**config.mk**
```make
export PLATFORM = sky130hd
export DESIGN_NAME = acl_cell
export DESIGN_NICKNAME = d
export VERILOG_FILES = /design/src/acl_pkg.sv /design/src/acl_cell.sv
export SDC_FILE = /design/constraint.sdc
export NUM_CORES = 1
export LEC_CHECK = 0
export BUFFER_PORTS_ARGS = -buffer_cell sky130_fd_sc_hd__buf_2
export CAP_MARGIN = 10
export CORE_AREA = 3 3 154 156
export DETAILED_ROUTE_END_ITERATION = 8
export DIE_AREA = 0 0 157 159
export GPL_TIMING_DRIVEN = 0
export PLACE_DENSITY = 0.77
export SLEW_MARGIN = 20
export SYNTH_ARGS = -nofsm -noshare
export SYNTH_HDL_FRONTEND = slang
export SYNTH_SLANG_ARGS = --single-unit
```
**constraint.sdc**
```tcl
create_clock -name clk -period 2.9 [get_ports clk]
set_clock_uncertainty 0.1 [all_clocks]
set_input_delay 0.29 -clock clk [delete_from_list [all_inputs] [get_ports clk]]
set_output_delay 0.29 -clock clk [all_outputs]
set_load 0.03 [all_outputs]
```
**src/acl_pkg.sv**
```systemverilog
// shared types and codes for the associative cache with lru / least-used replacement
package acl_pkg;

    // slot index width covers the largest supported table of 256 slots
    localparam int IDX_W = 8;

    typedef logic [IDX_W-1:0] idx_t;

    // request codes
    localparam logic [1:0] REQ_ADD    = 2'd0;
    localparam logic [1:0] REQ_GET    = 2'd1;
    localparam logic [1:0] REQ_TOUCH  = 2'd2;
    localparam logic [1:0] REQ_REMOVE = 2'd3;

    // result status codes
    localparam logic [2:0] ST_ADDED   = 3'd0;
    localparam logic [2:0] ST_PRESENT = 3'd1;
    localparam logic [2:0] ST_HIT     = 3'd2;
    localparam logic [2:0] ST_MISS    = 3'd3;
    localparam logic [2:0] ST_REMOVED = 3'd4;

    // replacement policy codes
    localparam logic [1:0] POL_LRU = 2'd0;
    localparam logic [1:0] POL_LFU = 2'd1;

    // slot update operations
    typedef enum logic [1:0] {
        OP_FILL,
        OP_REFRESH,
        OP_BUMP,
        OP_CLEAR
    } cmd_op_t;

    // scan word handed from cell to cell
    typedef struct packed {
        logic        live;
        logic [31:0] key;
        logic        hit;
        idx_t        hit_idx;
        logic        empty;
        idx_t        empty_idx;
        logic        best_set;
        idx_t        best_idx;
        logic [31:0] best_val;
        logic [31:0] best_key;
    } word_t;

    // slot update broadcast to all cells
    typedef struct packed {
        logic        live;
        cmd_op_t     op;
        idx_t        idx;
        logic [31:0] key;
        logic [31:0] stamp;
    } cmd_t;

endpackage

```
**src/acl_cell.sv**
```systemverilog
// one cache slot: holds its entry and folds itself into the passing scan word
module acl_cell
    import acl_pkg::*;
#(
    parameter int CELL_IDX = 0
)
(
    input  logic       clk,
    input  logic       rst_n,
    input  logic [1:0] policy,
    input  cmd_t       cmd,
    input  word_t      word_in,
    output word_t      word_out
);

    localparam idx_t MY_IDX = IDX_W'(CELL_IDX);

    logic        valid_reg;
    logic [31:0] key_reg;
    logic [31:0] stamp_reg;
    logic [31:0] uses_reg;
    word_t       word_reg;
    word_t       word_next;
    logic [31:0] val;
    logic        take_best;
    logic        mine;

    assign mine = cmd.live && (cmd.idx == MY_IDX);

    // entry flags and counters
    always_ff @(posedge clk or negedge rst_n)
    begin
        if (!rst_n)
        begin
            valid_reg <= 1'b0;
            stamp_reg <= '0;
            uses_reg  <= '0;
        end
        else if (mine)
        begin
            unique case (cmd.op)
                OP_FILL:
                begin
                    valid_reg <= 1'b1;
                    stamp_reg <= cmd.stamp;
                    uses_reg  <= 32'd1;
                end
                OP_REFRESH:
                begin
                    stamp_reg <= cmd.stamp;
                end
                OP_BUMP:
                begin
                    stamp_reg <= cmd.stamp;
                    uses_reg  <= uses_reg + 32'd1;
                end
                OP_CLEAR:
                begin
                    valid_reg <= 1'b0;
                    stamp_reg <= '0;
                    uses_reg  <= '0;
                end
                default:
                begin
                    valid_reg <= valid_reg;
                end
            endcase
        end
    end

    // entry key, no reset needed
    always_ff @(posedge clk)
    begin
        if (mine && cmd.op == OP_FILL)
            key_reg <= cmd.key;
        else if (mine && cmd.op == OP_CLEAR)
            key_reg <= '0;
    end

    // fold this slot into the scan word
    always_comb
    begin
        val = (policy == POL_LRU) ? stamp_reg : uses_reg;
        if (policy == POL_LRU || policy == POL_LFU)
            take_best = !word_in.best_set || (val < word_in.best_val);
        else
            take_best = !word_in.best_set;

        word_next = word_in;
        if (!word_in.hit && valid_reg && key_reg == word_in.key)
        begin
            word_next.hit     = 1'b1;
            word_next.hit_idx = MY_IDX;
        end
        if (!word_in.empty && !valid_reg)
        begin
            word_next.empty     = 1'b1;
            word_next.empty_idx = MY_IDX;
        end
        if (take_best)
        begin
            word_next.best_set = 1'b1;
            word_next.best_idx = MY_IDX;
            word_next.best_val = val;
            word_next.best_key = key_reg;
        end
    end

    // hand the word to the next cell
    always_ff @(posedge clk or negedge rst_n)
    begin
        if (!rst_n)
            word_reg <= '0;
        else
            word_reg <= word_in.live ? word_next : '0;
    end

    assign word_out = word_reg;

endmodule

```
* Word-level counts from Yosys, hierarchy flattened *
Index checks and enable logic that the tools add are counted.

storage, ports and cells
  bits in registers = 221
  output and inout bits = 124

operators by class
  $add $sub $neg = 1
  magnitude comparators = 1
  eq/ne operators = 5
  muxes and demuxes = 11
  reductions and logical operators = 21

operator list
  operator                 number
  $mux W124                1
  $mux W32                 3
  $pmux W32 S3             1
  $mux W73                 1
  $pmux W32 S2             1
  $add A32 B1 Y32 const B  1
  $eq A32 B32 Y1           1
  $lt A32 B32 Y1           1
  $mux W9                  2
  $logic_not A8 Y1         1
  $logic_and A1 B1 Y1      6
  $eq A2 B1 Y1 const B     2
  $eq A2 B2 Y1 const B     2
  $logic_not A1 Y1         4
  $logic_not A2 Y1         2
  $reduce_and A2 Y1        2
  $reduce_bool A2 Y1       2
  $reduce_bool A3 Y1       1
  $reduce_or A3 Y1         1
  $logic_or A1 B1 Y1       2
  $pmux W1 S2              1
  $mux W1                  1

* Longest topological paths before layout *
Gate-level depths: netlist (run 1).

  depth after elaboration = 7
  mapped depth = 14

* Least setup slack after synthesis (run 1) *
Ideal clock, no wire load.

  kind = in2reg
  from = input port policy[0]
  to = register word_reg, in the netlist word_out[10]
  library setup time = 0.124 ns
  arrival = 3.459 ns
  slack = -0.783 ns
  stages on the path = 13
  cell sequence = nor2_1 -> buf_1 -> buf_1 -> mux2_2 -> ha_1 -> and4_1 -> nand3_1 -> or4_1 -> o311a_1 -> and3_1 -> buf_6 -> buf_6 -> mux2i_1

between the ends
  longest elaborated chain between the ends = 7

RTL lines
  element               line                            source
  from (decl)           acl_cell.sv:10                  input logic [1:0] policy,
  $logic_not A2 Y1      acl_cell.sv:83, acl_cell.sv:84
  $mux W32              acl_cell.sv:83                  val = (policy == POL_LRU) ? stamp_reg : uses_reg;
  $lt A32 B32 Y1        acl_cell.sv:85                  take_best = !word_in.best_set || (val < word_in.best_val);
  $logic_or A1 B1 Y1    acl_cell.sv:85
  $mux W1 (*)           acl_cell.sv:84                  if (policy == POL_LRU || policy == POL_LFU)
  $mux W73 (*)          acl_cell.sv:100                 if (take_best)
  $mux W124 (*)         acl_cell.sv:115                 word_reg <= word_in.live ? word_next : '0;
  to (signal assigned)  acl_cell.sv:115
  to (decl)             acl_cell.sv:22                  word_t word_reg;

Mark *: on every way between the ends. The rest lies on a longest branch, timed or not.
A chain may end at the register's enable or synchronous reset.

* Worst setup path in the final report (run 1) *
  from = register uses_reg[28]
  to = register word_reg, in the netlist word_out[17]

between the ends
  longest elaborated chain between the ends = 6

RTL lines
  element                 line             source
  from (decl)             acl_cell.sv:21   logic [31:0] uses_reg;
  from (signal assigned)  acl_cell.sv:55   uses_reg <= uses_reg + 32'd1;
  $mux W32                acl_cell.sv:83
  $lt A32 B32 Y1          acl_cell.sv:85
  $logic_or A1 B1 Y1      acl_cell.sv:85
  $mux W1                 acl_cell.sv:84
  $mux W73                acl_cell.sv:100
  $mux W124               acl_cell.sv:115

No other way between the ends.

==> reports/qor.csv, run 1 <==
metric,value,unit
syn2layout_area_growth,49.2,%
dieArea,25000,µm²
grt_setup_unrepaired,yes,
start_util,0.469,
clk_pin_slew_worst_paths,0.06,ns
synth_top_family_by_area,simple AND/OR/NAND/NOR gates,
routed_wl,37300,µm
timing.slew.headroom,0.518,
cp_top_family,simple AND/OR/NAND/NOR gates,
layout_common_cells,"buf_2, nand2_1, dfrtp_1, dlygate4sd3_1, and2_1",
grt_max_degree,80,
maxCapViolCount,0,
reg2reg_slack,-0.09,ns
dp_hpwl,24400,µm
synth_compound_area_frac,0.0569,
violations,setup timing,
drc,0,
antenna_found_initial,3,
die_h,159,µm
leakagePower,7.86,nW
dp.cells,1633,
reg2reg_to,word_out[17],
crit_path_start_kind,flop,
gp_congestion,0.900,
avgViaCountPerCell,5.29,
path_buf_inv,2,
overflow,0,
largest_reg_flops,124,
ff2ff_path_depth,10,
grt_pass1_wl,56600,µm
cpMostUsedCell,buf_12,
cts_tree,yes,
synth_fa_ha_area_frac,0.0427,
synth_edf_count,32,
cts.root.buffer_cell,clkbuf_16,
fmax,335,MHz
placement.io_buffers,326,
cts_max_level,1,
hp-class,in -> reg,
peakVddDrop,0.316,mV
crit_type,reg -> reg,
hold_viol,0,
final_max_slew_viol_count,0,
fin_ws,-0.0868,ns
fp-row-count,55,
critPathMaxFanout,10,
path_cells,"mux2_4, ha_1, and4_4, nand3_2, or4_4, o311a_1, and3_4, buf_12, buf_12, mux2i_4",
nets,1820,
startpoint,uses_reg[28],
syn_area_per_cell,10.4,µm²
final_cells,1886,
numCtsBuffers,25,
grt_pass1_vias,10500,
async_flop_share,0.855,
floorplan.core_area,22500,µm²
synth_simple_gate_area_frac,0.197,
hold_depth,3,
vias,9985,
synth_xor_area_frac,0.0365,
slowest_stage,or4_4,
yosys_warnings,0,
netlist_area,10600,µm²
grt_use_total,0.288,
placed_area,12700,µm²
drive_above_1_share,0.281,
ys_ff_latch,221,
final_antenna_net_count,0,
path_depth,10,
clkSinkCount,221,
p_total,7.53,mW
synthCells,1019,
endpoint,word_out[17],
status,"finished, violations left",
setup_viol_count_final,35,
dp_slack,-0.821,ns
wl_per_cell,19.8,µm
worst_setup_path_end_kind,flop,
dr.pass1.iters,5,
layout_commonest_cell,buf_2,
critPathMaxStageDelay,0.44,ns
post_synth_mux_area_share,0.0884,
yosysSeqAreaShare,0.539,
worstPathArrival,3.27,ns
ys.flop_type,dfrtp_1,
clock_latency,0.52,ns
worstMarginPinSlew,0.723,ns
final_area,15800,µm²
r2r_start,uses_reg[28],
cts_buffer_depth,3,
period_needed,2.99,ns
powerDensity,478,nW/µm²
cp.required,3.18,ns
ios,327,
die_x,157,µm
drtIter0Drc,782,
tns,-0.948,ns
syn_nets,1258,
fin_crit_sh,1.03,
synth_cell_type_count,40,
==> layer usage <==
metal	routed length (µm)	vias up	GRT usage
met5	0	-	0
met4	1920	0	0.132
met3	2180	128	0.0451
met2	19200	473	0.520
met1	14000	4858	0.332
li1	-	4526	-
==> power by group <==
part / internal, mW / switching (mW)
sequential: 3.25 / 0.0456
clock: 1.78 / 1.27
combinational: 0.526 / 0.657
==> worst min-delay path by stage <==
| stage | startpoint | end | slack [ns] |
|---|---|---|---|
| global route | word_in[44] | word_out[44] | 0.04 |
| detailed placement | rst_n | word_out[22] | 0.14 |
| finish | word_in[44] | word_out[44] | 0.05 |
| global placement | word_in[123] | word_out[123] | 0.31 |
| CTS | word_in[44] | word_out[44] | 0.03 |
| floorplan | rst_n | stamp_reg[0] | -0.11 |
==> kinds of logic after synthesis <==
family	Yosys count
buf+inv	98
xor+xnor	44
compound gates	104
fa+ha+maj	36
mux	90
flops	221
simple gates	426
==> worst register-to-register path, cell delays in order, from the launching register on <==
cell	delay, ns
dfrtp_1	0.37
mux2_4	0.28
ha_1	0.29
and4_4	0.24
nand3_2	0.09
or4_4	0.44
o311a_1	0.38
and3_4	0.17
buf_12	0.15
buf_12	0.16
mux2i_4	0.20
==> metrics by stage <==
stage | util | hold WS, ns
5_1_grt | 0.700 | 0.0364
3_5_place_dp | 0.565 | 0.139
3_3_place_gp | 0.561 | 0.314
6_report | 0.700 | 0.0511
2_1_floorplan | - | -0.106
4_1_cts | 0.693 | 0.0280
==> cells in the mapped netlist, types with 25 or more instances <==
library cell | instances | area (µm²)
mux2_2 | 26 | 293
clkbuf_1 | 42 | 158
inv_1 | 46 | 173
edfxtp_1 | 32 | 961
o21ai_0 | 56 | 280
nor2_1 | 25 | 93.8
xnor2_1 | 41 | 359
mux2i_1 | 64 | 641
dfrtp_1 | 189 | 4730
nand2_1 | 206 | 773
nand2b_1 | 33 | 206
and2_1 | 72 | 450
ha_1 | 36 | 450
==> layout make-up <==
class | count | area [µm²]
plain buffers | 52 | 333
diodes | 3 | 7.51
well taps | 285 | 357
fillers | 1510 | 6750
repair buffers | 535 | 3730
inverters | 46 | 173
flip-flops and latches | 221 | 5690
multi-input cells | 700 | 4680
clock buffers | 37 | 712
clock inverters | 7 | 63.8
==> what timing repair did <==
item | 4_1_cts | 5_1_grt
hold buffers | 187 | 0
setup endpoints to repair | 70 | 71
setup buffers | 11 | 8
pin swaps | 2 | 3
resized for setup | 30 | 15
hold endpoints to repair | 256 | 0
(Power assumes the default switching activity.)
==> run 2, diff against run 1 <==
CORE_AREA = 2 2 153 155   (was 3 3 154 156)
DIE_AREA = 0 0 155 157   (was 0 0 157 159)
==> reports/qor.csv, run 2 (synthesis gave the netlist of run 1 again) <==
metric,value,unit
status,"finished, violations left",
violations,setup timing,
worst_setup_path_end_kind,flop,
layout_common_cells,"buf_2, nand2_1, dfrtp_1, dlygate4sd3_1, and2_1",
dieArea,24300,µm²
hold_viol,0,
clk_pin_slew_worst_paths,0.06,ns
overflow,0,
fmax,338,MHz
cp.required,3.19,ns
holdPathEnd,key_reg[2],
fin_crit_sh,1.02,
reg2reg_to,word_out[18],
grt_use_total,0.295,
nets,1817,
drtIter0Drc,756,
dp_hpwl,24300,µm
whs,0.0277,ns
timing.slew.headroom,0.529,
reg2reg_slack,-0.06,ns
period_needed,2.96,ns
peakVddDrop,0.284,mV
numCtsBuffers,24,
cts_buffer_depth,3,
floorplan.core_area,22500,µm²
drc,0,
final_cells,1883,
cts_max_level,1,
ff2ff_path_depth,10,
gp_congestion,0.901,
vias,9971,
final_antenna_net_count,0,
clock_latency,0.52,ns
die_x,155,µm
routed_wl,37400,µm
maxCapViolCount,0,
layout_commonest_cell,buf_2,
fin_util,0.704,
fin_ws,-0.0566,ns
placement.io_buffers,326,
antenna_found_initial,1,
ios,327,
syn2layout_area_growth,50.0,%
start_util,0.469,
hold_depth,2,
hp-class,in -> reg,
worstMarginPinSlew,0.707,ns
dr.pass1.iters,6,
dp.cells,1633,
avgViaCountPerCell,5.30,
leakagePower,7.90,nW
grt_max_degree,80,
r2r_start,uses_reg[27],
clkSinkCount,221,
crit_path_start_kind,flop,
grt_pass1_vias,10300,
powerDensity,489,nW/µm²
hp-start,cmd[34],
fp-row-count,55,
die_h,157,µm
cts_tree,yes,
grt_setup_unrepaired,yes,
wl_per_cell,19.8,µm
largest_reg_flops,124,
p_total,7.75,mW
final_max_slew_viol_count,0,
setup_viol_count_final,10,
grt_pass1_wl,55300,µm
drive_above_1_share,0.283,
dp_slack,-0.850,ns
cts.root.buffer_cell,clkbuf_16,
critPathMaxFanout,10,
worstPathArrival,3.25,ns
crit_type,reg -> reg,
run 2: how the worst max path moves through the flow:
stage	from	endpoint	slack, ns	cells past startpoint
after floorplan	policy[1]	word_out[12]	-0.08	13
after global placement	rst_n	stamp_reg[5]	-1.56	1
after detailed placement	policy[1]	word_out[18]	-0.85	14
after CTS	uses_reg[25]	word_out[18]	-0.01	10
after global routing	uses_reg[29]	word_out[18]	-0.10	10
final	uses_reg[27]	word_out[18]	-0.06	10
run 2: area by class of cell:
class / instances / area (µm²)
well taps: 285 / 357
clock buffers: 39 / 781
diodes: 2 / 5.00
flip-flops and latches: 221 / 5690
clock inverters: 5 / 75.1
plain buffers: 52 / 320
multi-input cells: 700 / 4710
inverters: 46 / 173
fillers: 1527 / 6670
repair buffers: 533 / 3720
run 2: power by group:
part	switching, mW	internal [mW]	leakage (nW)
sequential	0.0433	3.25	2.70
combinational	0.658	0.522	4.78
clock	1.26	2.01	0.423
run 2: critical path, cell delays in order (launching register included):
cell	delay (ns)
dfrtp_1	0.41
mux2_4	0.31
ha_4	0.28
and4_4	0.21
nand3_2	0.08
or4_4	0.44
o311a_1	0.33
and3_4	0.17
buf_12	0.15
buf_12	0.15
mux2i_4	0.19
run 2: timing repair:
item	in CTS	in global routing
hold endpoints to repair	241	0
gates resized for setup	28	17
setup buffers	10	8
pin swaps	3	0
setup endpoints to repair	70	71
hold buffers	186	0
run 2: per-layer routing:
metal	vias up	global-route usage	part of all wire
li1	4532	-	-
met1	4751	0.337	0.37
met2	538	0.535	0.51
met3	150	0.0490	0.066
met4	0	0.147	0.059
met5	-	0	0
run 2: through the flow:
stage / TNS [ns] / area [µm²]
floorplan: -4.53 / 10600
global placement: -355.83 / 12600
detailed placement: -47.69 / 12700
CTS: -0.0358 / 15700
global route: -2.51 / 15800
finish: -0.232 / 15800
==> run 3, diff against run 2 <==
ABC_AREA = 0   (was not set)
RECOVER_POWER = 25   (was not set)
==> reports/qor.csv, run 3 (synthesis gave the netlist of run 1 again) <==
metric,value,unit
ios,327,
drtIter0Drc,740,
worstPathArrival,3.24,ns
cp.required,3.19,ns
dieArea,24300,µm²
largest_reg_flops,124,
die_x,155,µm
powerDensity,490,nW/µm²
clkSinkCount,221,
leakagePower,7.89,nW
cts.root.buffer_cell,clkbuf_16,
timing.slew.headroom,-0.0394,
cts_max_level,1,
crit_path_start_kind,flop,
dr.pass1.iters,5,
worstMarginPinSlew,1.56,ns
layout_commonest_cell,buf_2,
grt_setup_unrepaired,yes,
peakVddDrop,0.285,mV
violations,"capacitance limit, slew limit, setup timing",
vias,10000,
overflow,0,
crit_type,reg -> reg,
die_h,157,µm
routed_wl,37400,µm
setup_viol_count_final,10,
reg2reg_to,word_out[18],
hold_depth,2,
grt_pass1_vias,10300,
hp-class,in -> reg,
hold_viol,0,
period_needed,2.96,ns
dp_hpwl,24300,µm
dp.cells,1633,
gp_congestion,0.901,
numCtsBuffers,24,
cts_buffer_depth,3,
avgViaCountPerCell,5.32,
critPathMaxFanout,10,
fp-row-count,55,
drive_above_1_share,0.282,
wl_per_cell,19.9,µm
clk_pin_slew_worst_paths,0.06,ns
tns,-0.236,ns
grt_use_total,0.295,
placement.io_buffers,326,
grt_max_degree,80,
fmax,338,MHz
layout_common_cells,"buf_2, nand2_1, dfrtp_1, dlygate4sd3_1, and2_1",
final_antenna_net_count,0,
reg2reg_slack,-0.06,ns
syn2layout_area_growth,49.8,%
holdPathEnd,key_reg[2],
nets,1817,
cts_tree,yes,
drc,0,
grt_pass1_wl,55300,µm
fin_ws,-0.0565,ns
antenna_found_initial,1,
final_max_slew_viol_count,57,
ff2ff_path_depth,10,
fin_crit_sh,1.02,
hp-start,cmd[34],
worst_setup_path_end_kind,flop,
start_util,0.469,
maxCapViolCount,1,
floorplan.core_area,22500,µm²
status,"finished, violations left",
final_cells,1883,
clock_latency,0.51,ns
r2r_start,uses_reg[25],
==> run 3: cell types whose count changed in the layout (fill, tap and decap cells not counted), sizes merged <==
cell | previous run | this run
buf | 357 | 355
clkbuf | 81 | 83
==> run 3: cell type report <==
cell class	count	area, µm²
Fill cell	1530	6690
Sequential cell	221	5690
Multi-Input combinational cell	700	4700
Timing Repair Buffer	533	3710
Clock buffer	39	781
Tap cell	285	357
Buffer	52	320
Inverter	46	173
Clock inverter	5	75.1
Antenna cell	2	5.00
==> run 3: stage by stage <==
stage | area [µm²] | hold WS [ns] | util | power (mW) | worst slack [ns]
floorplan | 10600 | -0.106 | - | 3.82 | -0.0764
global placement | 12600 | 0.315 | 0.561 | 4.22 | -1.56
detailed placement | 12700 | 0.134 | 0.566 | 4.25 | -0.850
CTS | 15700 | 0.00760 | 0.696 | 7.72 | -0.0128
global route | 15800 | 0.0308 | 0.703 | 8.00 | -0.102
finish | 15800 | 0.0308 | 0.703 | 7.74 | -0.0565
==> run 3: worst max path at each step <==
stage          depth (start not counted)            to  slack [ns]    startpoint
2_1_floorplan                         13  word_out[12]       -0.08     policy[1]
3_3_place_gp                           1  stamp_reg[5]       -1.56         rst_n
3_5_place_dp                          14  word_out[18]       -0.85     policy[1]
4_1_cts                               10  word_out[18]       -0.01  uses_reg[25]
5_1_grt                               10  word_out[18]       -0.10  uses_reg[29]
6_report                              10  word_out[18]       -0.06  uses_reg[25]
==> run 3: critical path, cell delays in order (launching register included) <==
cell and delay, ns:
dfrtp_1 0.40, mux2_4 0.31, ha_4 0.28, and4_4 0.21
nand3_2 0.08, or4_4 0.44, o311a_1 0.33, and3_4 0.17
buf_12 0.15, buf_12 0.15, mux2i_4 0.19
==> run 3: timing repair <==
item | in CTS | in global routing
endpoints found under the setup margin | 70 | 71
cloned | 0 | 0
pin swaps | 3 | 0
hold buffers | 186 | 0
gates resized for setup | 28 | 17
hold endpoints to repair | 241 | 0
setup buffers | 10 | 8
==> run 3: per-layer routing <==
layer  wire length (µm)  GRT usage  vias up
met5                  0          0        -
met4               2120      0.147        0
met3               2370     0.0490      142
met2              19100      0.535      533
met1              13800      0.337     4798
li1                   -          -     4538
==> run 3: where the power goes <==
part	total (mW)	internal, mW	leakage [nW]	switching (mW)
sequential	3.29	3.25	2.70	0.0434
clock	3.28	2.02	0.423	1.26
combinational	1.18	0.520	4.77	0.658
total	7.74	5.78	7.89	1.96
