`src/acl_pkg.sv`:
```
// shared types and codes for the associative cache with lru / least-used replacement
package acl_pkg;

    // slot index width covers the largest supported table of 256 slots
    localparam int IDX_W = 8;

    typedef logic [IDX_W-1:0] idx_t;

    // request codes
    localparam logic [1:0] REQ_ADD    = 2'd0;
    localparam logic [1:0] REQ_GET    = 2'd1;
    localparam logic [1:0] REQ_TOUCH  = 2'd2;
    localparam logic [1:0] REQ_REMOVE = 2'd3;

    // result status codes
    localparam logic [2:0] ST_ADDED   = 3'd0;
    localparam logic [2:0] ST_PRESENT = 3'd1;
    localparam logic [2:0] ST_HIT     = 3'd2;
    localparam logic [2:0] ST_MISS    = 3'd3;
    localparam logic [2:0] ST_REMOVED = 3'd4;

    // replacement policy codes
    localparam logic [1:0] POL_LRU = 2'd0;
    localparam logic [1:0] POL_LFU = 2'd1;

    // slot update operations
    typedef enum logic [1:0] {
        OP_FILL,
        OP_REFRESH,
        OP_BUMP,
        OP_CLEAR
    } cmd_op_t;

    // scan word handed from cell to cell
    typedef struct packed {
        logic        live;
        logic [31:0] key;
        logic        hit;
        idx_t        hit_idx;
        logic        empty;
        idx_t        empty_idx;
        logic        best_set;
        idx_t        best_idx;
        logic [31:0] best_val;
        logic [31:0] best_key;
    } word_t;

    // slot update broadcast to all cells
    typedef struct packed {
        logic        live;
        cmd_op_t     op;
        idx_t        idx;
        logic [31:0] key;
        logic [31:0] stamp;
    } cmd_t;

endpackage

```
`src/acl_ctrl.sv`:
```
// request sequencer: launches the scan, decides the action, drives the result
module acl_ctrl
    import acl_pkg::*;
(
    input  logic        clk,
    input  logic        rst_n,
    input  logic        start,
    input  logic [1:0]  req_type,
    input  logic [31:0] key,
    output logic        busy,
    input  logic        cfg_valid,
    output logic        cfg_ready,
    input  logic [1:0]  cfg_data,
    output logic [1:0]  policy,
    output word_t       launch,
    input  word_t       fin,
    output cmd_t        cmd,
    output logic        done,
    output logic [2:0]  status,
    output logic [3:0]  slot,
    output logic        evicted,
    output logic [31:0] evicted_key,
    output logic [31:0] hit_total
);

    typedef enum logic {
        S_IDLE,
        S_SCAN
    } state_t;

    state_t      state_reg;
    logic        busy_reg;
    logic [1:0]  policy_reg;
    logic [1:0]  req_reg;
    logic [31:0] now_reg;
    logic [31:0] hits_reg;
    word_t       launch_reg;
    cmd_t        cmd_reg;
    logic        done_reg;
    logic [2:0]  status_reg;
    logic [3:0]  slot_reg;
    logic        evicted_reg;
    logic [31:0] evkey_reg;

    word_t       launch_next;
    cmd_t        cmd_next;
    logic [2:0]  status_next;
    idx_t        slot_idx;
    logic        evicted_next;
    logic [31:0] evkey_next;
    logic        hit_inc;

    assign cfg_ready = 1'b1;

    // policy register
    always_ff @(posedge clk or negedge rst_n)
    begin
        if (!rst_n)
            policy_reg <= POL_LRU;
        else if (cfg_valid)
            policy_reg <= cfg_data;
    end

    // scan word launched with the accepted request
    always_comb
    begin
        launch_next      = '0;
        launch_next.live = 1'b1;
        launch_next.key  = key;
    end

    // decide the slot update from the finished scan word
    always_comb
    begin
        cmd_next       = '0;
        cmd_next.key   = fin.key;
        cmd_next.stamp = now_reg;
        status_next    = ST_MISS;
        slot_idx       = '0;
        evicted_next   = 1'b0;
        evkey_next     = '0;
        hit_inc        = 1'b0;
        unique case (req_reg)
            REQ_ADD:
            begin
                cmd_next.live = 1'b1;
                if (fin.hit)
                begin
                    cmd_next.op  = OP_REFRESH;
                    cmd_next.idx = fin.hit_idx;
                    status_next  = ST_PRESENT;
                    slot_idx     = fin.hit_idx;
                end
                else
                begin
                    cmd_next.op = OP_FILL;
                    status_next = ST_ADDED;
                    if (fin.empty)
                    begin
                        cmd_next.idx = fin.empty_idx;
                        slot_idx     = fin.empty_idx;
                    end
                    else
                    begin
                        cmd_next.idx = fin.best_idx;
                        slot_idx     = fin.best_idx;
                        evicted_next = 1'b1;
                        evkey_next   = fin.best_key;
                    end
                end
            end
            REQ_GET, REQ_TOUCH:
            begin
                if (fin.hit)
                begin
                    cmd_next.live = 1'b1;
                    cmd_next.op   = OP_BUMP;
                    cmd_next.idx  = fin.hit_idx;
                    status_next   = ST_HIT;
                    slot_idx      = fin.hit_idx;
                    hit_inc       = (req_reg == REQ_GET);
                end
            end
            REQ_REMOVE:
            begin
                if (fin.hit)
                begin
                    cmd_next.live = 1'b1;
                    cmd_next.op   = OP_CLEAR;
                    cmd_next.idx  = fin.hit_idx;
                    status_next   = ST_REMOVED;
                    slot_idx      = fin.hit_idx;
                end
            end
            default:
            begin
                status_next = ST_MISS;
            end
        endcase
    end

    // sequencer state and registered outputs
    always_ff @(posedge clk or negedge rst_n)
    begin
        if (!rst_n)
        begin
            state_reg  <= S_IDLE;
            busy_reg   <= 1'b0;
            now_reg    <= '0;
            hits_reg   <= '0;
            launch_reg <= '0;
            cmd_reg    <= '0;
            done_reg   <= 1'b0;
            req_reg    <= REQ_ADD;
            status_reg <= ST_ADDED;
            slot_reg   <= '0;
            evicted_reg <= 1'b0;
            evkey_reg  <= '0;
        end
        else
        begin
            unique case (state_reg)
                S_IDLE:
                begin
                    cmd_reg  <= '0;
                    done_reg <= 1'b0;
                    if (start)
                    begin
                        state_reg  <= S_SCAN;
                        busy_reg   <= 1'b1;
                        req_reg    <= req_type;
                        now_reg    <= now_reg + 32'd1;
                        launch_reg <= launch_next;
                    end
                    else
                    begin
                        launch_reg <= '0;
                    end
                end
                S_SCAN:
                begin
                    launch_reg <= '0;
                    if (fin.live)
                    begin
                        state_reg   <= S_IDLE;
                        busy_reg    <= 1'b0;
                        cmd_reg     <= cmd_next;
                        done_reg    <= 1'b1;
                        status_reg  <= status_next;
                        slot_reg    <= slot_idx[3:0];
                        evicted_reg <= evicted_next;
                        evkey_reg   <= evkey_next;
                        if (hit_inc)
                            hits_reg <= hits_reg + 32'd1;
                    end
                    else
                    begin
                        cmd_reg  <= '0;
                        done_reg <= 1'b0;
                    end
                end
                default:
                begin
                    state_reg  <= S_IDLE;
                    launch_reg <= '0;
                    cmd_reg    <= '0;
                    done_reg   <= 1'b0;
                end
            endcase
        end
    end

    assign busy        = busy_reg;
    assign policy      = policy_reg;
    assign launch      = launch_reg;
    assign cmd         = cmd_reg;
    assign done        = done_reg;
    assign status      = status_reg;
    assign slot        = slot_reg;
    assign evicted     = evicted_reg;
    assign evicted_key = evkey_reg;
    assign hit_total   = hits_reg;

endmodule
```
`config.mk`:
```
export PLATFORM = sky130hd
export DESIGN_NAME = acl_ctrl
export DESIGN_NICKNAME = d
export VERILOG_FILES = /design/src/acl_pkg.sv /design/src/acl_ctrl.sv
export SDC_FILE = /design/constraint.sdc
export NUM_CORES = 1
export LEC_CHECK = 0
export ABC_AREA = 1
export BUFFER_PORTS_ARGS = -buffer_cell sky130_fd_sc_hd__buf_2
export CAP_MARGIN = 20
export CORE_AREA = 2 2 169 171
export CTS_CLUSTER_SIZE = 16
export DETAILED_ROUTE_END_ITERATION = 12
export DIE_AREA = 0 0 171 173
export HOLD_SLACK_MARGIN = 0.15
export PLACE_DENSITY_LB_ADDON = 0.08
export SLEW_MARGIN = 20
export SYNTH_ARGS = -nofsm -noshare
export SYNTH_HDL_FRONTEND = slang
export SYNTH_SLANG_ARGS = --single-unit
```
`constraint.sdc`:
```
create_clock -name clk -period 1.5 [get_ports clk]
set_clock_uncertainty 0.05 [all_clocks]
set_input_delay 0.45 -clock clk [delete_from_list [all_inputs] [get_ports clk]]
set_output_delay 0.45 -clock clk [all_outputs]
set_load 0.01 [all_outputs]
```
---- Word-level counts from Yosys, hierarchy flattened ----
Index checks and enable logic that the tools add are counted.
word-level totals
  input port bits ......................... 164
  logic and storage cells ................. 73
  output and inout bits ................... 276
  flip-flop bits (word level) ............. 310
cells by class
  add/sub/neg operators ................... 2
  equality and inequality tests ........... 5
  muxes and demuxes ....................... 32
  bitwise gates (word level) .............. 1
  reductions and logical operators ........ 7
operator list
  cell                                           count
  case mux 124 bit (2 select lines)              1
  case mux 75 bit (2 select lines)               1
  2-to-1 mux 124 bit                             1
  2-to-1 mux 32 bit                              3
  2-to-1 mux 75 bit                              1
  adder 32 x 1 -> 32 bit, second input constant  2
  case mux 11 bit (3 select lines)               1
  2-to-1 mux 11 bit                              2
  2-to-1 mux 1 bit                               12
  2-to-1 mux 9 bit                               1
  case mux 3 bit (3 select lines)                1
  2-to-1 mux 4 bit                               2
  2-to-1 mux 8 bit                               1
  case mux 4 bit (2 select lines)                1
  case mux 1 bit (2 select lines)                3
  AND reduction 2 bit                            3
  == test 2 bit, second input constant           2
  inequality test 2 bit, second input constant   2
  2-to-1 mux 3 bit                               1
  AND reduction 3 bit                            1
  OR reduction 3 bit                             1
  == test 2 x 1 -> 1 bit, second input constant  1
  logical NOT 2 bit                              1
  OR reduction 2 bit                             1
  NOT 1 bit                                      1

---- Logic depth before layout (Yosys ltp) ----
Gate-level depths: netlist of the first run.
  depth after elaboration ................. 5
  mapped depth ............................ 11
  depth with buffers taken out ............ 10

---- Least setup slack after synthesis of the first run ----
Ideal clock, no wire load.
  path type ............................... register to register
  start point ............................. register req_reg[0]
  end point ............................... register cmd_reg, in the netlist cmd[68]
  required time ........................... 1329 ps
  data arrival time ....................... 1412 ps
  stages on the path, launching flop included .. 9
  period minus slack after synthesis ...... 1583 ps
  path slack .............................. -83 ps
  buffers on the path ..................... 1
  library setup time ...................... 121 ps
  cell sequence ........................... dfrtp_1 inv_1 ha_1 or2_2 clkbuf_1 nand2_1 nand2_1 nand2_1 nor2_1
between the ends
  cells in the longest elaborated chain, start to end .. 5
  elaborated cells between the ends (all ways) .. 8
  those cells by class .................... 3 x eq/ne; 3 x mux; 2 x reduce/logical
RTL lines
  item                                                            line             RTL
  start, declared                                                 acl_ctrl.sv:34   logic [1:0] req_reg;
  start signal, assigned                                          acl_ctrl.sv:171  req_reg <= req_type;
  == test 2 x 1 -> 1 bit / == test 2 bit (equally long branches)  acl_ctrl.sv:83   unique case (req_reg)
  OR reduction 2 bit                                              acl_ctrl.sv:83
  case mux 11 bit (3 select lines) *                              acl_ctrl.sv:83
  2-to-1 mux 75 bit *                                             acl_ctrl.sv:183  if (fin.live)
  case mux 75 bit (2 select lines) *                              acl_ctrl.sv:162  unique case (state_reg)
  end signal, assigned                                            acl_ctrl.sv:187  cmd_reg <= cmd_next;
  end, declared                                                   acl_ctrl.sv:38   cmd_t cmd_reg;
Every way passes the cells marked *; elsewhere a longest branch is shown, timed or not.
A chain may end at the register's enable or synchronous reset.

---- Worst setup path in the final report of the first run ----
  start point ............................. register hits_reg[1], in the netlist hit_total[1]
  end point ............................... output hit_total[1]
RTL lines
  item                    line             RTL
  start, declared         acl_ctrl.sv:36   logic [31:0] hits_reg;
  start signal, assigned  acl_ctrl.sv:194  hits_reg <= hits_reg + 32'd1;
  end, declared           acl_ctrl.sv:23   output logic [31:0] hit_total
No word-level cell between the ends.

==> summary.md, run 1 <==
| Metric | Value |
|---|---|
| Outcome | `complete, but fails checks` |
| Failing checks | `setup timing` |
| Placed cells | `1,859` |
| DRT iter0 DRCs | `321` |
| Fin crit share | `112%` |
| Total number of clock tree sinks | `219` |
| Largest net degree at the start of global routing | `51` |
| Number of library cell types mapped by synthesis | `30` |
| Routed WL | `29,100 um` |
| Finished Cell Area | `16,000 um^2` |
| Row count | `61` |
| First-pass GRT wire length | `44,900 um` |
| Number of remaining DRC errors | `0` |
| Worst-path fanout max | `3` |
| Final hold vios | `0` |
| Ranking of synthesized cells by area | `dfrtp_1 56%, nand2_1 8.4%, buf_4 7.1%` |
| Yosys reg bits | `219` |
| Initial antenna violation count | `1` |
| Slowest stage cell on the critical path | `dfrtp_1` |
| Starting Density | `35.4%` |
| Die Y | `173 um` |
| Clk_lat worst skew | `520 ps` |
| Placed Area | `12,200 um^2` |
| Tightest Hold Check Type | `in -> reg` |
| Antenna diodes | `0` |
| DRT Pass-1 Iters | `4` |
| DR vias | `8,752` |
| Avg Inst Size Synth | `8.79 um^2` |
| RSZ-0062 raised after global routing | `yes` |
| Root Driver | `clkbuf_16` |
| Number of synthesized flops with an enable pin | `0` |
| Post-route setup TNS | `-7200 ps` |
| GPL Wtd Cong | `0.790` |
| Total Die Area | `29,600 um^2` |
| Largest family of logic cells by synthesized area | `simple AND/OR/NAND/NOR gates` |
| Cts bufs inserted | `25` |
| Lkg Pwr | `8.67 nW` |
| Setup slack after layout | `-173 ps` |
| Most common cell after layout, fill and taps aside | `buf_2` |
| Req. time, crit path | `1000 ps` |
| Global-route usage over all layers | `18.7%` |
| Synth Area in Compound Gates | `3.07%` |
| Syn. warnings | `0` |
| XOR/XNOR Fraction of Synth Area | `3.23%` |
| Synth Flop Type | `dfrtp_1` |
| Simple-gate share of the synthesized area | `21.7%` |
| Area Growth Syn to Fin | `63.5%` |
| Post-DRT Antenna Nets | `0` |
| WS Path Type | `reg -> out` |
| Layout cell share with drive strength beyond 1 | `39.4%` |
| Cell taking the most area after synthesis | `dfrtp_1` |
| CP peak stage delay | `410 ps` |
| Avg WL per Cell | `14.0 um` |
| MaxCap Viol Count | `0` |
| Post-Synth Adder-Cell Area | `0.768%` |
| Post-Syn Area | `9770 um^2` |
| Final non-filler cell total | `2,080` |
| Cells after synthesis | `1,112` |
| FFs w/ async S/R, synth | `100%` |
| Post-layout min period | `1670 ps` |
| Die Width | `171 um` |
| Mux cell area share after synthesis | `0.230%` |
| Max reg flops | `75` |
| # IOs | `440` |
| Max-slew violations | `0` |
| CP most frequent cell | `buf_6` |
| VDD IR max | `0.000767 V` |
| Core area | `27,600 um^2` |
| WP data arrival | `1170 ps` |
| Vias in the first global route | `8,803` |
| TritonCTS clock tree | `built` |
| Final setup viols | `211` |
| Element type at the critical path start | `flop` |
| Max Fclk | `598 MHz` |
| Final nets | `1,854` |
| Post-synth top area share | `56.1%` |
| IO Port Bufs | `314` |
| Global route overflow | `0` |
| CTS HTree Levels | `1` |
| Cell Chain, Critical Path | `buf_6, buf_6` |
| Detailed placement HPWL | `19,300 um` |
| Vias/cell | `4.21` |
| Clock Path Buffers | `3` |
| Setup crit end kind | `primary output` |
| Register area share after synthesis | `56.1%` |
| Pwr Density | `1040 nW/um^2` |
| Reg clk slew, reported paths | `60 ps` |
| Leading cell types in the layout, fill and taps excluded | `230 x buf_2, 211 x dfrtp_1, 202 x nand2_1, 156 x inv_1, 144 x nor2_1` |
## power breakdown
part,internal [mW],switching [mW]
registers,6.38,0.320
logic,1.75,1.75
clock network,3.99,2.48
## cells in the mapped netlist (7+ instances only)
| library cell | n |
|---|---|
| nand2_1 | 218 |
| xor2_1 | 30 |
| clkbuf_1 | 18 |
| dfrtp_1 | 219 |
| inv_1 | 161 |
| buf_4 | 93 |
| nor2_2 | 9 |
| a21oi_1 | 7 |
| nand4_1 | 21 |
| nor2_1 | 178 |
| o21ai_0 | 53 |
| nand3_1 | 60 |
## worst paths after layout
path,from,end,slack (ps),cells past startpoint
max in group asynchronous,rst_n,cmd[45]$_DFF_PN0_,400,3
min reg2reg,now_reg[31]$_DFFE_PN0P_,now_reg[31]$_DFFE_PN0P_,420,2
min,fin[86],cmd[68]$_DFF_PN0_,170,3
min in group asynchronous,rst_n,hit_total[20]$_DFFE_PN0P_,360,2
max reg2reg,req_reg[1]$_DFFE_PN0P_,hit_total[27]$_DFFE_PN0P_,-100,11
max,hit_total[1]$_DFFE_PN0P_,hit_total[1],-170,2
## cell type report
type	count	area, um^2
sequential	219	5490
timing repair buffer	576	4630
clock inverter	12	170
fill	2467	11600
inverter	163	621
tap	378	473
clock buffer	33	706
multi-input combinational	699	3890
## per-layer routing
metal / wire, um / part of all wire (%) / global-route usage (%) / vias up
met1: 12000 / 41 / 22.9 / 4114
met5: 11 / 0.038 / 0 / -
met3: 2120 / 7.3 / 4.46 / 36
met4: 414 / 1.4 / 3.92 / 2
met2: 14600 / 50 / 33.4 / 265
li1: - / - / - / 4335
## metrics by stage
| step | setup slack (ps) | power [mW] | hold slack [ps] | utilization (%) |
|---|---|---|---|---|
| 4_1_cts | -203 | 16.6 | 150 | 55.6 |
| 3_5_place_dp | -125 | 9.23 | 307 | 44.0 |
| 5_1_grt | -225 | 17.5 | 155 | 57.8 |
| 2_1_floorplan | -5.94 | 8.10 | 104 | - |
| 3_3_place_gp | -135 | 9.22 | 312 | 44.0 |
| 6_report | -173 | 16.7 | 174 | 57.8 |
## worst max-delay path, delay by kind of cell, from the launching register on
family   cells  cell delay [ps]
buf+inv      2              250
flops        1              410
## cells by family (layout without fill, tap and decap cells)
logic type,Yosys count,count (layout)
AND/OR/NAND/NOR,503,503
other,2,92
adder cells (fa/ha/maj),6,6
flip-flops,219,219
buffers and inverters,284,784
multiplexers,2,2
AO/OA/AOI/OAI,60,60
XOR/XNOR,36,36
## what timing repair did
action / CTS / global route
gates cloned: 3 / 2
resized for setup: 232 / 106
pin swaps: 34 / 34
hold buffers: 105 / 0
endpoints found under the setup margin: 235 / 277
endpoints found under the hold margin: 298 / 0
buffers inserted: 51 / 23
No activity file was read; power rests on OpenSTA's default activity.
==> inputs of run 2 (changes only) <==
- CORE_AREA: 2 2 169 171 -> not set
- CORE_MARGIN: not set -> 2
- CORE_UTILIZATION: not set -> 30
- DIE_AREA: 0 0 171 173 -> not set
==> run 2 against run 1 <==
Worst hold slack gained 4.0 ps. First-iteration DRC count shrank 7.2%. Largest power group unchanged. Critical endpoint is now hit_total[3]. Worst setup slack lost 60 ps. Combinational power grew 6.3%. Register-to-register slack lost 80 ps. Count of clock-buffer cells in the layout grew 13. Die area grew 15%. Routed wire length grew 2.5%. The run still ends with setup timing left. Total power grew 0.39%. Largest cell class unchanged. Design area grew 2.6%.
==> summary.md, run 2 (synthesis results as in run 1) <==
| Metric | Value |
|---|---|
| Cell depth of the worst flop-to-flop path | `10 (was 11)` |
| Hold path depth | `3 (unchanged)` |
| CTS HTree Levels | `1 (unchanged)` |
| First-pass GRT wire length | `46,000 um (was 44,900 um)` |
| Core area | `32,300 um^2 (was 27,600 um^2)` |
| Initial antenna violation count | `2 (was 1)` |
| Req. time, crit path | `1000 ps (about the same)` |
| Highest routed layer | `met4 (was met5)` |
| # IOs | `440 (unchanged)` |
| Final non-filler cell total | `2,163 (was 2,080)` |
| Reg-to-reg endpoint | `evicted_key[25]$_DFFE_PN0P_ (was hit_total[27]$_DFFE_PN0P_)` |
| Pwr Density | `1020 nW/um^2 (was 1040 nW/um^2)` |
| Fin crit share | `115% (was 112%)` |
| Element type at the critical path start | `flop (unchanged)` |
| Root Driver | `clkbuf_16 (unchanged)` |
| Vias/cell | `4.09 (was 4.21)` |
| Placed cells | `1,930 (was 1,859)` |
| Die Width | `184 um (was 171 um)` |
| Setup slack after layout | `-232 ps (was -173 ps)` |
| Largest net degree at the start of global routing | `54 (was 51)` |
| Die Y | `184 um (was 173 um)` |
| Vias in the first global route | `8,875 (was 8,803)` |
| GPL Wtd Cong | `0.794 (was 0.790)` |
| Most common cell after layout, fill and taps aside | `buf_2 (unchanged)` |
| Detailed placement HPWL | `20,000 um (was 19,300 um)` |
| TritonCTS clock tree | `built (unchanged)` |
| WP data arrival | `1230 ps (was 1170 ps)` |
| DRT iter0 DRCs | `298 (was 321)` |
| Min-Delay Startpoint | `fin[86] (unchanged)` |
| Placed Area | `12,300 um^2 (was 12,200 um^2)` |
| Global-route usage over all layers | `16.9% (was 18.7%)` |
| Area Growth Syn to Fin | `67.8% (was 63.5%)` |
| Top cell family by delay on the critical path | `flip-flops (unchanged)` |
| Lkg Pwr | `8.81 nW (was 8.67 nW)` |
| Routed WL | `29,800 um (was 29,100 um)` |
| FF-to-FF setup slack | `-180 ps (was -100 ps)` |
| Post-layout min period | `1730 ps (was 1670 ps)` |
| Total power draw | `16.7 mW (about the same)` |
| Total number of clock tree sinks | `219 (unchanged)` |
| M1 wire length | `12,300 um (was 12,000 um)` |
| Clk_lat worst skew | `520 ps (about the same)` |
| Max-slew violations | `0 (unchanged)` |
| Reg clk slew, reported paths | `60 ps (about the same)` |
| Worst r2r src | `req_reg[1]$_DFFE_PN0P_ (unchanged)` |
| Max Fclk | `577 MHz (was 598 MHz)` |
| Final nets | `1,869 (was 1,854)` |
| Metal2 WL | `14,800 um (was 14,600 um)` |
| Final hold vios | `0 (unchanged)` |
| Worst Path Buf+Inv | `3 (was 2)` |
| Outcome | `complete, but fails checks (unchanged)` |
| Cts bufs inserted | `26 (was 25)` |
| Critical Path Start | `hit_total[3]$_DFFE_PN0P_ (was hit_total[1]$_DFFE_PN0P_)` |
| IO Port Bufs | `314 (unchanged)` |
| WS Path Type | `reg -> out (unchanged)` |
| VDD IR max | `0.000749 V (was 0.000767 V)` |
| Layout cell share with drive strength beyond 1 | `40.5% (was 39.4%)` |
| CP peak stage delay | `390 ps (was 410 ps)` |
| Final setup viols | `234 (was 211)` |
| MaxCap Viol Count | `0 (unchanged)` |
| Pre-CTS setup slack | `-158 ps (was -125 ps)` |
| Slowest stage cell on the critical path | `dfrtp_1 (unchanged)` |
| DRT Pass-1 Iters | `6 (was 4)` |
| Clock Path Buffers | `3 (unchanged)` |
| Leading cell types in the layout, fill and taps excluded | `224 x buf_2, 214 x dfrtp_1, 192 x nand2_1, 153 x inv_1, 139 x nor2_1 (was 230 x buf_2, 211 x dfrtp_1, 202 x nand2_1, 156 x inv_1, 144 x nor2_1)` |
| DR vias | `8,845 (was 8,752)` |
| Finished Cell Area | `16,400 um^2 (was 16,000 um^2)` |
| Row count | `66 (was 61)` |
| Max reg flops | `75 (unchanged)` |
| Fin Hold WS | `178 ps (was 174 ps)` |
| Hold Crit Endpoint | `cmd[68]$_DFF_PN0_ (unchanged)` |
| CP most frequent cell | `buf_6 (unchanged)` |
| Cell Chain, Critical Path | `buf_6, buf_6, buf_6 (was buf_6, buf_6)` |
| Number of remaining DRC errors | `0 (unchanged)` |
| Avg WL per Cell | `13.8 um (was 14.0 um)` |
| Post-DRT Antenna Nets | `0 (unchanged)` |
| RSZ-0062 raised after global routing | `yes (unchanged)` |
| Starting Density | `30.3% (was 35.4%)` |
| Failing checks | `setup timing (unchanged)` |
| Setup crit end kind | `primary output (unchanged)` |
| Global route overflow | `0 (unchanged)` |
| Total Die Area | `34,000 um^2 (was 29,600 um^2)` |
| Fillers | `3,077 (was 2,467)` |
| Worst-path fanout max | `2 (was 3)` |
| Tightest Hold Check Type | `in -> reg (unchanged)` |
| Metal3 WL | `2190 um (was 2120 um)` |
==> run 2: cell count changes in the layout (fill, tap and decap cells not counted), sizes merged <==
| cell | previous run | this run |
|---|---|---|
| buf | 469 | 483 |
| bufinv | 4 | 1 |
| clkbuf | 35 | 47 |
| clkinv | 7 | 1 |
| diode | 0 | 2 |
| dlygate4sd3 | 105 | 106 |
| inv | 163 | 162 |
==> run 2: per-stage QoR <==
| step | util (%) | TNS [ps] |
|---|---|---|
| 4_1_cts | 48.6 | -15250 |
| 6_report | 50.8 | -9770 |
| 3_5_place_dp | 38.1 | -2350 |
| 5_1_grt | 50.8 | -24880 |
| 3_3_place_gp | 38.1 | -1910 |
| 2_1_floorplan | - | -148 |
==> run 2: cell type report <==
cell class | count | area [um^2] | area share, %
Timing Repair Buffer | 590 | 4830 | 29.5
Sequential cell | 219 | 5490 | 33.5
Antenna cell | 2 | 5.00 | 0.0305
Clock inverter | 2 | 35.0 | 0.214
Tap cell | 442 | 553 | 3.37
Clock buffer | 46 | 827 | 5.04
Multi-Input combinational cell | 699 | 4030 | 24.6
Inverter | 163 | 636 | 3.88
==> run 2: worst reg2reg max path, cell delays in order, from the launching register on <==
cell and delay [ps]:
dfrtp_1 390, inv_2 90, buf_6 90, buf_6 110, ha_4 140, inv_2 40
nor2_4 100, nand3_4 150, buf_12 180, buf_16 140, o21ai_4 120
==> run 2: worst max-delay path by stage <==
stage,endpoint,slack (ps),cells past startpoint
final,hit_total[3],-230,3
after global routing,hit_total[3],-280,3
after CTS,hit_total[3],-260,3
after detailed placement,hit_total[20]$_DFFE_PN0P_,-160,8
after global placement,hit_total[20]$_DFFE_PN0P_,-160,8
after floorplan,evicted_key[22]$_DFFE_PN0P_,-6,7
==> run 2: repair_timing <==
action | 4_1_cts | 5_1_grt
pin swaps | 43 | 58
gates resized for setup | 251 | 142
setup endpoints to repair | 231 | 277
endpoints found under the hold margin | 310 | 0
hold buffers | 106 | 0
cloned | 5 | 1
buffers inserted | 53 | 29
==> run 2: metal layers <==
layer,track usage (%),vias up
met5,0,-
met4,3.49,0
met3,4.13,37
met2,30.2,278
met1,20.7,4158
li1,-,4372
==> run 2: power breakdown <==
part | internal [mW] | switching (mW) | total (mW) | leakage, nW
sequential | 6.38 | 0.340 | 6.72 | 2.89
combinational | 1.88 | 1.84 | 3.72 | 5.50
clock | 3.87 | 2.42 | 6.29 | 0.421
total | 12.1 | 4.60 | 16.7 | 8.81
==> inputs of run 3 (changes only) <==
- CORE_ASPECT_RATIO: not set -> 1.75
- CTS_BUF_LIST: not set -> sky130_fd_sc_hd__clkbuf_8
==> run 3 against run 2 <==
Die area grew 0.17%. The run still ends with setup timing left. Clock power decreased by 14%. Global-route usage is 1.1 points higher. Routed wire length rose by 3.9%. First-iteration DRC count decreased by 19%. Worst hold slack improved by 40 ps. Count of clock-buffer cells in the layout unchanged. Critical endpoint is now hit_total[1]. Design area fell by 1.1%. Worst setup slack improved by 18 ps.
==> summary.md, run 3 (synthesis results as in run 1) <==
| Metric | Value |
|---|---|
| Outcome | `complete, but fails checks (unchanged)` |
| Failing checks | `setup timing (unchanged)` |
| WS Path Type | `reg -> out (unchanged)` |
| Avg WL per Cell | `14.5 um (was 13.8 um)` |
| Max reg flops | `75 (unchanged)` |
| DR vias | `8,981 (was 8,845)` |
| First-pass GRT wire length | `48,800 um (was 46,000 um)` |
| Final non-filler cell total | `2,138 (was 2,163)` |
| Finished Cell Area | `16,200 um^2 (was 16,400 um^2)` |
| Comb pwr share | `23.5% (was 22.2%)` |
| Clk_lat worst skew | `550 ps (was 520 ps)` |
| Die Width | `140 um (was 184 um)` |
| TritonCTS clock tree | `built (unchanged)` |
| Starting Density | `30.4% (was 30.3%)` |
| Max-slew violations | `0 (unchanged)` |
| GPL Wtd Cong | `0.809 (was 0.794)` |
| Setup crit end kind | `primary output (unchanged)` |
| Row count | `87 (was 66)` |
| Power Internal | `11.2 mW (was 12.1 mW)` |
| Clock Path Buffers | `3 (unchanged)` |
| Post-layout min period | `1710 ps (was 1730 ps)` |
| Global-route usage over all layers | `18.0% (was 16.9%)` |
| Clk network pwr share | `34.1% (was 37.6%)` |
| Routed WL | `30,900 um (was 29,800 um)` |
| Number of remaining DRC errors | `0 (unchanged)` |
| Total Die Area | `34,100 um^2 (was 34,000 um^2)` |
| DRT iter0 DRCs | `241 (was 298)` |
| Pwr Density | `974 nW/um^2 (was 1020 nW/um^2)` |
| IO Port Bufs | `314 (unchanged)` |
| Max Fclk | `583 MHz (was 577 MHz)` |
| Flop pwr share | `42.5% (was 40.2%)` |
| Largest net degree at the start of global routing | `61 (was 54)` |
| Die Y | `243 um (was 184 um)` |
| Post-DRT Antenna Nets | `0 (unchanged)` |
| Cts bufs inserted | `37 (was 26)` |
| Lkg Pwr | `8.81 nW (about the same)` |
| Placed Area | `12,200 um^2 (was 12,300 um^2)` |
| Area of the multi-input gates | `4020 um^2 (was 4030 um^2)` |
| Setup slack after layout | `-214 ps (was -232 ps)` |
| Final setup viols | `247 (was 234)` |
| Fin Hold WS | `218 ps (was 178 ps)` |
| WP data arrival | `1210 ps (was 1230 ps)` |
| Tightest Hold Check Type | `in -> reg (unchanged)` |
| Initial antenna violation count | `2 (unchanged)` |
| Vias/cell | `4.20 (was 4.09)` |
| RSZ-0062 raised after global routing | `yes (unchanged)` |
| # IOs | `440 (unchanged)` |
| MaxCap Viol Count | `0 (unchanged)` |
| Final hold vios | `0 (unchanged)` |
| Total power draw | `15.8 mW (was 16.7 mW)` |
| Area Growth Syn to Fin | `66.0% (was 67.8%)` |
| Req. time, crit path | `1000 ps (about the same)` |
| Global route overflow | `0 (unchanged)` |
| Fin crit share | `114% (was 115%)` |
| Final nets | `1,881 (was 1,869)` |
| Core area | `32,100 um^2 (was 32,300 um^2)` |
| Root Driver | `clkbuf_8 (was clkbuf_16)` |
| Vias in the first global route | `9,558 (was 8,875)` |
| Placed cells | `1,891 (was 1,930)` |
| Total number of clock tree sinks | `219 (unchanged)` |
| Sequential Area | `5490 um^2 (about the same)` |
| Fillers | `3,035 (was 3,077)` |
| Most common cell after layout, fill and taps aside | `buf_2 (unchanged)` |
| Detailed placement HPWL | `20,600 um (was 20,000 um)` |
| Element type at the critical path start | `flop (unchanged)` |
| Worst-path fanout max | `4 (was 2)` |
| Switch Pwr | `4.61 mW (was 4.60 mW)` |
| Layout cell share with drive strength beyond 1 | `40.4% (was 40.5%)` |
| DRT Pass-1 Iters | `4 (was 6)` |
| Reg clk slew, reported paths | `60 ps (about the same)` |
| Leading cell types in the layout, fill and taps excluded | `222 x buf_2, 212 x dfrtp_1, 197 x nand2_1, 168 x inv_1, 142 x nor2_1 (was 224 x buf_2, 214 x dfrtp_1, 192 x nand2_1, 153 x inv_1, 139 x nor2_1)` |
| VDD IR max | `0.000686 V (was 0.000749 V)` |
| CTS HTree Levels | `2 (was 1)` |
| Switch share | `29.2% (was 27.5%)` |
-- run 3: cell count changes in the layout (fill, tap and decap cells not counted), moves of 7 or more --
cell	delta
inv_1	+15
nand2_2	-7
clkbuf_1	-11
clkbuf_16	-27
clkbuf_8	+38
-- run 3: layout make-up --
class                           count  area share, %
Multi-Input combinational cell    699           24.8
Tap cell                          400           3.09
Antenna cell                        2         0.0309
Clock inverter                     18          0.617
Sequential cell                   219           33.8
Timing Repair Buffer              591           29.9
Inverter                          163           3.85
Clock buffer                       46           3.90
-- run 3: stage by stage --
step / worst slack (ps) / setup TNS (ps) / utilization (%)
2_1_floorplan: -5.94 / -148 / -
3_3_place_gp: -205 / -2950 / 38.1
3_5_place_dp: -203 / -4700 / 38.1
4_1_cts: -266 / -24680 / 48.8
5_1_grt: -295 / -32200 / 50.5
6_report: -214 / -14640 / 50.5
-- run 3: critical path: stages (launching register included) --
cell and delay [ps]:
dfrtp_1 420, buf_6 140, buf_6 110
-- run 3: worst paths after layout --
kind	startpoint	endpoint	slack, ps	cells after the start
setup reg to reg	hit_total[0]$_DFFE_PN0P_	hit_total[16]$_DFFE_PN0P_	-180	10
max in group asynchronous	rst_n	state_reg$_DFF_PN0_	400	3
setup / recovery	hit_total[1]$_DFFE_PN0P_	hit_total[1]	-210	2
hold / removal	fin[69]	cmd[69]$_DFF_PN0_	220	5
hold reg to reg	now_reg[31]$_DFFE_PN0P_	now_reg[31]$_DFFE_PN0P_	430	2
min in group asynchronous	rst_n	launch[110]$_DFF_PN0_	320	2
-- run 3: layer usage --
| metal | vias up | global-route usage [%] | wire (um) |
|---|---|---|---|
| met5 | - | 0 | 0 |
| met4 | 0 | 6.57 | 820 |
| met3 | 53 | 3.81 | 1750 |
| met2 | 302 | 35.4 | 17600 |
| met1 | 4240 | 18.2 | 10800 |
| li1 | 4386 | - | - |
-- run 3: power by group through the flow --
stage                     combinational, mW  clock, mW  sequential, mW
after floorplan                        1.19          0            6.91
after global placement                 2.51          0            6.72
after detailed placement               2.53          0            6.73
after CTS                              3.36       5.64            6.66
after global routing                   4.04       5.90            6.76
final                                  3.71       5.38            6.71
-- run 3: timing repair --
| action | in CTS | in global routing |
|---|---|---|
| buffers inserted | 59 | 21 |
| pin swaps | 52 | 49 |
| gates resized for setup | 279 | 108 |
| endpoints found under the setup margin | 262 | 280 |
| gates cloned | 6 | 0 |
| hold buffers | 108 | 1 |
| hold endpoints to repair | 324 | 2 |
